==> src/sv/bmf_pkg.sv <==
`default_nettype none

package bmf_pkg;

  // protocol limits
  localparam int MAX_PACKETS      = 255;
  localparam int BYTES_PER_PACKET = 7;
  localparam int LEN_W            = 11;
  localparam int PKT_W            = 9;

  // frame constants
  localparam logic [15:0] PGN_TP_CM   = 16'd60416;
  localparam logic [15:0] PGN_TP_DT   = 16'd60160;
  localparam logic [7:0]  CTRL_BAM    = 8'd32;
  localparam logic [7:0]  GLOBAL_ADDR = 8'd255;
  localparam logic [7:0]  PAD_BYTE    = 8'hFF;
  localparam logic [LEN_W-1:0] MIN_LENGTH = 11'd8;

  // divide by 7: (x * 2341) >> 14 is exact for x below 2054
  localparam logic [LEN_W:0] RECIP_7     = 12'd2341;
  localparam int             RECIP_SHIFT = 14;

  typedef enum logic {
    OP_START = 1'b0,
    OP_DATA  = 1'b1
  } opcode_t;

  typedef enum logic [1:0] {
    ST_FRAME     = 2'd0,
    ST_TOO_SHORT = 2'd1,
    ST_TOO_LONG  = 2'd2,
    ST_IDLE_DATA = 2'd3
  } status_t;

  typedef enum logic {
    CFG_SOURCE_ADDRESS = 1'b0,
    CFG_OUT_PORT       = 1'b1
  } cfg_index_t;

  typedef struct packed {
    opcode_t          opcode;
    logic [LEN_W-1:0] message_length;
    logic [17:0]      message_pgn;
    logic [7:0]       data_byte;
  } bmf_in_t;

  typedef struct packed {
    status_t     status;
    logic [15:0] frame_pgn;
    logic [7:0]  destination;
    logic [7:0]  frame_source;
    logic [1:0]  frame_port;
    logic [63:0] payload;
    logic        message_done;
  } bmf_out_t;

  // result of one processed item, handed to the output stage
  typedef struct packed {
    logic     valid;
    bmf_out_t data;
  } bmf_res_t;

endpackage

`default_nettype wire

==> src/sv/bmf_framer.sv <==
`default_nettype none

module bmf_framer (
  input  wire logic              clk,
  input  wire logic              rst,
  input  wire bmf_pkg::bmf_in_t  item,
  input  wire logic              step,
  input  wire logic [7:0]        source_address,
  input  wire logic [1:0]        out_port,
  output bmf_pkg::bmf_res_t      res
);
  import bmf_pkg::*;

  logic             busy, busy_next;
  logic [LEN_W-1:0] bytes_left, bytes_left_next;
  logic [7:0]       seq, seq_next;
  logic [2:0]       fill, fill_next;
  logic [55:0]      pk, pk_next;

  logic [LEN_W:0]     len_bias;
  logic [2*LEN_W+1:0] prod;
  logic [PKT_W-1:0]   packets;
  logic [55:0]        pk_upd;
  logic [2:0]         fill_inc;
  logic [LEN_W-1:0]   left_dec;
  logic [63:0]        dt_payload;

  // packet count, byte insert and data frame assembly
  always_comb begin
    len_bias = {1'b0, item.message_length} + (LEN_W+1)'(BYTES_PER_PACKET - 1);
    prod     = len_bias * RECIP_7;
    packets  = prod[RECIP_SHIFT +: PKT_W];
    fill_inc = fill + 3'd1;
    left_dec = bytes_left - {{(LEN_W-1){1'b0}}, 1'b1};
    for (int i = 0; i < BYTES_PER_PACKET; i++) begin
      pk_upd[8*i +: 8] = (fill == 3'(i)) ? item.data_byte : pk[8*i +: 8];
    end
    dt_payload[7:0] = seq;
    for (int i = 0; i < BYTES_PER_PACKET; i++) begin
      dt_payload[8*(i+1) +: 8] = (3'(i) < fill_inc) ? pk_upd[8*i +: 8] : PAD_BYTE;
    end
  end

  // next state and result
  always_comb begin
    busy_next       = busy;
    bytes_left_next = bytes_left;
    seq_next        = seq;
    fill_next       = fill;
    pk_next         = pk;
    res             = '0;
    unique case (item.opcode)
      OP_START: begin
        busy_next       = 1'b0;
        bytes_left_next = '0;
        fill_next       = '0;
        seq_next        = 8'd1;
        res.valid       = 1'b1;
        priority if (item.message_length < MIN_LENGTH) begin
          res.data.status = ST_TOO_SHORT;
        end else if (packets > PKT_W'(MAX_PACKETS)) begin
          res.data.status = ST_TOO_LONG;
        end else begin
          busy_next                = 1'b1;
          bytes_left_next          = item.message_length;
          res.data.status          = ST_FRAME;
          res.data.frame_pgn       = PGN_TP_CM;
          res.data.destination     = GLOBAL_ADDR;
          res.data.frame_source    = source_address;
          res.data.frame_port      = out_port;
          res.data.payload         = {6'd0, item.message_pgn[17:16],
                                      item.message_pgn[15:8],
                                      item.message_pgn[7:0],
                                      GLOBAL_ADDR,
                                      packets[7:0],
                                      5'd0, item.message_length[10:8],
                                      item.message_length[7:0],
                                      CTRL_BAM};
          res.data.message_done    = 1'b0;
        end
      end
      OP_DATA: begin
        if (!busy) begin
          res.valid       = 1'b1;
          res.data.status = ST_IDLE_DATA;
        end else begin
          pk_next         = pk_upd;
          fill_next       = fill_inc;
          bytes_left_next = left_dec;
          if (fill_inc == 3'(BYTES_PER_PACKET) || left_dec == '0) begin
            res.valid             = 1'b1;
            res.data.status       = ST_FRAME;
            res.data.frame_pgn    = PGN_TP_DT;
            res.data.destination  = GLOBAL_ADDR;
            res.data.frame_source = source_address;
            res.data.frame_port   = out_port;
            res.data.payload      = dt_payload;
            res.data.message_done = (left_dec == '0);
            fill_next             = '0;
            seq_next              = seq + 8'd1;
            if (left_dec == '0) begin
              busy_next = 1'b0;
              seq_next  = 8'd1;
            end
          end
        end
      end
      default: begin
        res = '0;
      end
    endcase
  end

  // message state
  always_ff @(posedge clk) begin
    if (rst) begin
      busy       <= 1'b0;
      bytes_left <= '0;
      seq        <= 8'd1;
      fill       <= '0;
    end else if (step) begin
      busy       <= busy_next;
      bytes_left <= bytes_left_next;
      seq        <= seq_next;
      fill       <= fill_next;
    end
  end

  // packet buffer
  always_ff @(posedge clk) begin
    if (step) begin
      pk <= pk_next;
    end
  end

  // a packet never holds a full seven bytes between items
  a_fill_range: assert property (@(posedge clk) disable iff (rst) fill != 3'd7)
    else $error("fill count reached seven");

  // idle means nothing pending
  a_idle_clear: assert property (@(posedge clk) disable iff (rst)
    !busy |-> (bytes_left == '0 && fill == '0 && seq == 8'd1))
    else $error("idle with pending message state");

  // a busy message always has bytes to come
  a_busy_left: assert property (@(posedge clk) disable iff (rst)
    busy |-> bytes_left != '0)
    else $error("busy with no bytes left");

  // last frame closes the message
  a_done_idle: assert property (@(posedge clk) disable iff (rst)
    (step && res.valid && res.data.message_done) |=> !busy)
    else $error("message still busy after final frame");

endmodule

`default_nettype wire

==> src/sv/bmf_out_stage.sv <==
`default_nettype none

module bmf_out_stage (
  input  wire logic              clk,
  input  wire logic              rst,
  input  wire bmf_pkg::bmf_res_t res,
  input  wire logic              push,
  output logic                   space,
  output logic                   out_valid,
  input  wire logic              out_stall,
  output bmf_pkg::bmf_out_t      out_data
);
  import bmf_pkg::*;

  // register can load when empty or draining this cycle
  assign space = !out_valid || !out_stall;

  // result valid
  always_ff @(posedge clk) begin
    if (rst) begin
      out_valid <= 1'b0;
    end else if (push) begin
      out_valid <= 1'b1;
    end else if (!out_stall) begin
      out_valid <= 1'b0;
    end
  end

  // result payload
  always_ff @(posedge clk) begin
    if (push) begin
      out_data <= res.data;
    end
  end

  // nothing loads over a held result
  a_no_overwrite: assert property (@(posedge clk) disable iff (rst)
    (out_valid && out_stall) |-> !push)
    else $error("result overwritten while stalled");

  // only a real result is loaded
  a_push_valid: assert property (@(posedge clk) disable iff (rst)
    push |-> res.valid)
    else $error("empty result loaded");

  // a loaded result shows up next cycle
  a_push_shows: assert property (@(posedge clk) disable iff (rst)
    push |=> out_valid)
    else $error("loaded result not presented");

endmodule

`default_nettype wire

==> src/sv/bam_multipacket_framer.sv <==
// Broadcast multipacket transmit framer.
// Input channel (in_valid / in_stall / in_data): a start beat gives message
// length and PGN and yields a TP.CM BAM frame or a length error; each data
// beat adds one byte, and every seventh byte or the final byte yields a TP.DT
// frame padded with 0xFF. A data beat while no message is open yields an
// error result. A start beat always aborts an open message.
// Output channel (out_valid / out_stall / out_data): one result beat per
// frame or error; data beats that fill a packet partway give no result.
// Config channel (cfg_valid / cfg_ready / cfg_index / cfg_data): source
// address and output port; cfg_ready is always high, write only while idle.
// An accepted beat sits in the input register, and its result is loaded from
// there into the output register, which drives out_valid and out_data.
// Throughput is one beat per cycle while out_stall does not hold a result,
// set by the single input register feeding the single output register.
// While out_stall holds a result, the input register keeps one more beat and
// in_stall rises only if that beat would produce a result; data beats with
// no result still move through. Reset (synchronous) empties both registers,
// closes any message and sets source address 0, output port 1.
`default_nettype none

module bam_multipacket_framer (
  input  wire logic              clk,
  input  wire logic              rst,
  input  wire logic              in_valid,
  output logic                   in_stall,
  input  wire bmf_pkg::bmf_in_t  in_data,
  output logic                   out_valid,
  input  wire logic              out_stall,
  output bmf_pkg::bmf_out_t      out_data,
  input  wire logic              cfg_valid,
  output logic                   cfg_ready,
  input  wire bmf_pkg::cfg_index_t cfg_index,
  input  wire logic [7:0]        cfg_data
);
  import bmf_pkg::*;

  logic       s1_valid;
  bmf_in_t    s1_item;
  logic       go;
  logic       space;
  bmf_res_t   res;
  logic [7:0] source_address;
  logic [1:0] out_port;

  assign cfg_ready = 1'b1;

  // configuration registers
  always_ff @(posedge clk) begin
    if (rst) begin
      source_address <= 8'd0;
      out_port       <= 2'd1;
    end else if (cfg_valid && cfg_ready) begin
      unique case (cfg_index)
        CFG_SOURCE_ADDRESS: source_address <= cfg_data;
        CFG_OUT_PORT:       out_port       <= cfg_data[1:0];
        default:            source_address <= source_address;
      endcase
    end
  end

  // input register advances unless its result has nowhere to go
  assign go       = s1_valid && (!res.valid || space);
  assign in_stall = s1_valid && !go;

  always_ff @(posedge clk) begin
    if (rst) begin
      s1_valid <= 1'b0;
    end else if (in_valid && !in_stall) begin
      s1_valid <= 1'b1;
    end else if (go) begin
      s1_valid <= 1'b0;
    end
  end

  always_ff @(posedge clk) begin
    if (in_valid && !in_stall) begin
      s1_item <= in_data;
    end
  end

  bmf_framer u_framer (
    .clk            (clk),
    .rst            (rst),
    .item           (s1_item),
    .step           (go),
    .source_address (source_address),
    .out_port       (out_port),
    .res            (res)
  );

  bmf_out_stage u_out (
    .clk       (clk),
    .rst       (rst),
    .res       (res),
    .push      (go && res.valid),
    .space     (space),
    .out_valid (out_valid),
    .out_stall (out_stall),
    .out_data  (out_data)
  );

  // a held input beat only waits on a full output register
  a_stall_cause: assert property (@(posedge clk) disable iff (rst)
    in_stall |-> (out_valid && out_stall && res.valid))
    else $error("input stalled without a blocked result");

  // a stalled input beat stays in the register
  a_s1_hold: assert property (@(posedge clk) disable iff (rst)
    (s1_valid && !go) |=> (s1_valid && $stable(s1_item)))
    else $error("input register lost a beat");

  // an accepted beat is always registered
  a_accept_loads: assert property (@(posedge clk) disable iff (rst)
    (in_valid && !in_stall) |=> s1_valid)
    else $error("accepted beat not registered");

endmodule

`default_nettype wire

==> config.mk <==
export PLATFORM = sky130hd
export DESIGN_NAME = bam_multipacket_framer
export DESIGN_NICKNAME = d
export VERILOG_FILES = /design/src/sv/bmf_pkg.sv /design/src/sv/bmf_framer.sv /design/src/sv/bmf_out_stage.sv /design/src/sv/bam_multipacket_framer.sv
export SDC_FILE = /design/constraint.sdc
export NUM_CORES = 1
export LEC_CHECK = 0
export ABC_AREA = 1
export BUFFER_PORTS_ARGS = -buffer_cell sky130_fd_sc_hd__buf_4
export CORE_MARGIN = 10
export CORE_UTILIZATION = 58
export CTS_CLUSTER_SIZE = 30
export DETAILED_ROUTE_END_ITERATION = 10
export PLACE_DENSITY = 0.8
export SLEW_MARGIN = 20
export SYNTH_ARGS = -nofsm -noshare
export SYNTH_HDL_FRONTEND = slang
export SYNTH_SLANG_ARGS = --single-unit
==> constraint.sdc <==
create_clock -name clk -period 5.52 [get_ports clk]
set_input_delay 1.104 -clock clk [delete_from_list [all_inputs] [get_ports clk]]
set_output_delay 1.104 -clock clk [all_outputs]
set_load 0.02 [all_outputs]
# Word level (Yosys, flattened, before mapping)
# Cells that the tools add are included.
classes:
  shift: 0
  multipliers: 1
  order_cmp: 9
  n_mux: 43
  n_reduce_logical: 20
  add_sub_neg: 4
  eq_ne: 10
  div_mod_pow: 0
  bitwise_logic: 2
ops:
  columns: ["cell", "count"]
  rows:
  - ["99-bit two-way mux", 3]
  - ["102-bit case mux with 2 select lines", 1]
  - ["8-bit two-way mux", 17]
  - ["102-bit two-way mux", 1]
  - ["11-bit two-way mux", 3]
  - ["12-bit by 12-bit multiplier with 23-bit output, second input constant", 1]
  - ["11-bit case mux with 2 select lines", 1]
  - ["8-bit case mux with 2 select lines", 1]
  - ["11-bit by 3-bit adder with 12-bit output, second input constant", 1]
  - ["3-bit equality test, second input constant", 4]
  - ["11-bit zero test", 1]
  - ["11-bit by 4-bit less-than comparator with 1-bit output, second input constant", 1]
  - ["11-bit by 1-bit subtractor with 11-bit output, second input constant", 1]
  - ["9-bit by 8-bit > comparator with 1-bit output, second input constant", 1]
  - ["3-bit less-than comparator, first input constant", 3]
  - ["1-bit two-way mux", 9]
  - ["3-bit two-way mux", 3]
  - ["8-bit by 1-bit adder with 8-bit output, second input constant", 1]
  - ["3-bit by 2-bit equality test with 1-bit output, second input constant", 2]
  - ["1-bit by 3-bit less-than comparator with 1-bit output, first input constant", 2]
  - ["2-bit by 3-bit less-than comparator with 1-bit output, first input constant", 2]
  - ["2-bit by 1-bit != test with 1-bit output, second input constant", 3]
  - ["3-bit case mux with 2 select lines", 1]
  - ["2-bit AND reduction", 3]
  - ["11 further kinds", 23]
totals:
  regBits: 230
  in_bits: 52
  output_inout_bits: 104
  memories: 0
  ram_bits: 0
  rom_bits: 0
  latch_bits: 0
  wordCells: 109

# Logic depth before layout (Yosys ltp)
depth:
  word_depth: 14
  mapped_depth: 28
  mapped_depth_nobuf: 27

# Modules after synthesis
# Synthesis repeated with hierarchy kept, for this count alone.
unflattened:
  hier_cells: 1164
  hier_area_um2: 11835.1
by_module_without_submodules:
  columns: ["module", "area_per_inst_um2", "n_inst", "cells_each", "seq_area_each_um2"]
  rows:
  - ["bmf_framer", 7118.1, 1, 945, 2142.1]
  - ["bmf_out_stage", 3071.7, 1, 105, 3052.9]
  - ["bam_multipacket_framer", 1645.3, 1, 114, 1361.3]

# Worst setup path before layout
# OpenSTA, ideal clock, no wires.
synth_timing:
  path_type: "register to register"
  from: "reg s1_item[29] in the netlist's numbering"
  to: "reg u_out.out_data[33] (netlist name)"
  t_arrival_ns: 4.565
  path_stages_with_launch: 25
  period_less_slack_ns: 4.835
  slack_ns: 0.685
  setup_ns: 0.270
  path_cell_list: "edfxtp_1 -> inv_1 -> a21oi_1 -> nand2_1 -> nor2_1 -> inv_1 -> nor3_1 -> nand2_1 -> nor2_1 -> xor2_1 -> ha_1 -> ha_1 -> fa_1 -> inv_1 -> fa_1 -> inv_1 -> ha_1 -> nand2_1 -> nor3_1 -> nand3b_1 -> nand3_1 -> nand2_1 -> nand3_2 -> clkbuf_1 -> o21ai_0"
synth_lines:
  columns: ["element", "line", "source"]
  rows:
  - ["start, declared", "bam_multipacket_framer.sv:38", "bmf_in_t s1_item;"]
  - ["start signal, assigned", "bam_multipacket_framer.sv:77", "s1_item <= in_data;"]

==> flow_summary.toml <==
[min_path]
hold_path.class = "register to register"
holdPathStages = 2
holdPathEnd = "source_address[1]"
hp-start = "source_address[1]"

[sta]
max_freq_mhz = 195.5
fin_tns_setup_ps = 0
finalSetupViolations = 0
tightest_slew_ps = 976.5
final.min_clock_period_ps = 5116
maxSlewViolCount = 0
setup_ws_ps = 404.4
period_share_pct = 92.67
skew_ps = 11.31
hold_violations = 0
slew_headroom_pct = 34.83
whs_ps = 457.6

[floorplan]
die_h_um = 159.0
die_w_um = 159.0
rows = 50
io_pins = 156
die_area_sq_um = 25270
initial_utilization_pct = 59.50
core_area_sq_um = 18830

[synth]
synth_largest_area_cell = "edfxtp_1"
yosys_most_used_dff = "edfxtp_1"
synth_cell_types = 43
synth-warning-count = 0
ys_ff_latch = 209
netlist.area_leader.share_pct = 46.64
synthTopCellsByCount = "245 x nand2_1, 174 x edfxtp_1, 148 x inv_1"
netlist_instances = 1165
yosys-top-cells-area = "edfxtp_1 47%, ha_1 8.5%, nand2_1 8.2%, dfxtp_1 6.3%, o21ai_0 5.2%"
synth_area_sq_um = 11200
yosysMostFrequentCell = "nand2_1"
postSynthAreaPerCell_sq_um = 9.617
async_flop_share_pct = 0
yosysSeqAreaShare_pct = 52.89
synth-edff-count = 174

[power]
seqPwrFrac_pct = 41.4
internal-power_uw = 3096
max-vdd-ir-drop_mv = 0.2291
p_comb_share_pct = 26.2
p_sw_uw = 1362
p_leak_uw = 0.006013
p_per_area_nw_per_um2 = 340.4
p_sw_share_pct = 30.55
clkPwrFrac_pct = 32.4

[global_route]
gr-total-overflow = 0
track_usage_pct = 19.65
grt_max_degree = 49
antenna_found_initial = 0
first_global_vias = 8090
grt_pass1_wl_um = 41410

[cts]
cts_resized = 0
cts_setup_buffers = 0
cts_tree = "yes"
numCtsBuffers = 23
ctsHtreeMaxLevel = 1
ctsHoldBuffers = 0
clock-root-buffer = "clkbuf_16"
path_clk_slew_ps = 60
clock_latency_ps = 500
cts_sinks = 209
clock_path_buffers = 3

[placed_design]
dp_cells = 1533
place_congestion = 0.9138
place_worst_setup_slack_ps = 273.3
dp_hpwl_um = 19250
place_area_sq_um = 12360
port_buffers = 145

[critical_path]
reg2reg_depth = 23
critPathLaunchType = "register"
r2r-end = "u_out.out_data[71]"
worstSetupStartpoint = "s1_item[27]"
critical_path_class = "register to register"
path_buf_inv = 6
cp_common_cell = "nand2_1"
worstReg2RegStart = "s1_item[27]"
crit_arrival_ps = 5370
cp_cell_sequence = "inv_1, ha_1, nor2_1, xor2_1, inv_1, ha_1, fa_1, fa_1, inv_1, fa_1, inv_1, ha_1, nand2_1, nand2_1, a31oi_1, nand2_1, nand2_1, nand4_1, nand3_4, buf_6, nand2_1, inv_4, nor2_1"
crit_fanout = 19
required_ps = 5770
regToRegSetupSlack_ps = 400
worstSetupPathDepth = 23
worst_setup_path_end_kind = "register"
slowest_delay_ps = 520
critPathSlowestCell = "fa_1"
critPathTopFamily = "adder cells"

[layout]
final_cell_area_sq_um = 13100
insertedDiodeCount = 0
syn2layout_area_growth_pct = 16.90
fill_cells = 1420
multi_input_area_sq_um = 4414
final_cells = 1572
final_nets = 1444
drive_gt1_share_pct = 16.39
regArea_sq_um = 5926

[drt]
wl_met2_um = 12540
dr.max_layer_used = "met4"
vias = 8409
totalWireLength_um = 26100
drt-met1-wl_um = 11120
route.detailed.drc = 0
drt-vias-per-instance = 5.349
drtPass1Iterations = 5
drtAntennaViolNets = 0
met3_length_um = 1727
wl_per_cell_um = 16.60
drt_iter0_markers = 653

[status]
outcome = "finished, final reports clean"

[run]
drv_cap = 0
-- worst reg2reg max path: cells and delay by family, from the launching register on --
family / cells / cell delay (ps)
buf+inv: 6 / 790
simple gates: 9 / 880
fa+ha+maj: 6 / 2510
xor+xnor: 1 / 130
flops: 1 / 360
compound gates: 1 / 180
-- power by group through the flow --
stage / logic, uW / registers (uW) / clock network, uW
detailed placement: 1150 / 1870 / 0
CTS: 1160 / 1840 / 1470
global placement: 1120 / 1870 / 0
finish: 1170 / 1840 / 1450
global route: 1320 / 1850 / 1540
floorplan: 795 / 1920 / 0
-- metrics by stage --
| stage | power [uW] | utilization, % |
|---|---|---|
| global route | 4711 | 69.55 |
| detailed placement | 3027 | 65.64 |
| finish | 4458 | 69.55 |
| global placement | 2997 | 65.64 |
| CTS | 4473 | 69.40 |
| floorplan | 2711 | - |
-- flip-flops by register name, summed over array words and instances, names as in the netlist --
signal	count
u_framer.pk	56
s1_valid	1
s1_item	38
u_framer.bytes_left	11
u_framer.fill	3
out_port	2
u_out.out_data	80
u_framer.busy	1
source_address	8
u_out.out_valid	1
u_framer.seq	8
-- cell usage in the layout, fill, tap and decap left out, types with 2 or more instances in the layout --
cell / n
a21o_1: 2
a21oi_1: 39
a31oi_1: 13
buf_4: 150
clkbuf_1: 7
clkbuf_16: 23
clkbuf_8: 4
clkinv_1: 2
clkinv_2: 3
conb_1: 10
dfxtp_1: 35
edfxtp_1: 174
fa_1: 18
ha_1: 76
inv_1: 146
inv_2: 4
inv_4: 2
nand2_1: 245
nand2_2: 4
nand2_4: 2
nand3_1: 21
nand3_4: 4
nand3b_1: 2
nand4_1: 9
nor2_1: 125
nor2_2: 6
nor2_4: 2
nor3_1: 21
nor3_2: 3
nor4_1: 2
o21ai_0: 117
o21ai_1: 8
o21bai_1: 3
xnor2_1: 4
xor2_1: 13
-- area by class of cell --
type | count | area share [%]
Clock inverter | 5 | 0.3917
Timing Repair Buffer | 151 | 8.684
Multi-Input combinational cell | 759 | 33.71
Clock buffer | 34 | 5.016
Sequential cell | 209 | 45.25
Inverter | 154 | 4.471
Tap cell | 260 | 2.484
-- layer usage --
metal,global-route usage (%),up-vias
met1,24.61,3955
met2,33.42,288
met5,0,-
met3,4.002,51
li1,-,4115
met4,6.234,0
-- how the worst max path moves through the flow --
stage | endpoint
finish | u_out.out_data[71]
CTS | u_out.out_data[71]
detailed placement | u_out.out_data[71]
floorplan | u_out.out_data[33]
global route | u_out.out_data[66]
global placement | u_out.out_data[72]
-- logic make-up after synthesis --
logic type	Yosys count	share of synthesized area, %
and+or+nand+nor	452	17.14
DFF	209	52.89
buffers and inverters	205	8.209
AOI/OAI and AO/OA	186	8.655
adders and majority gates	94	11.70
xor gates and xnor gates	17	1.329
other	2	0.06703
Note: power is estimated with default switching activity, not from simulation.
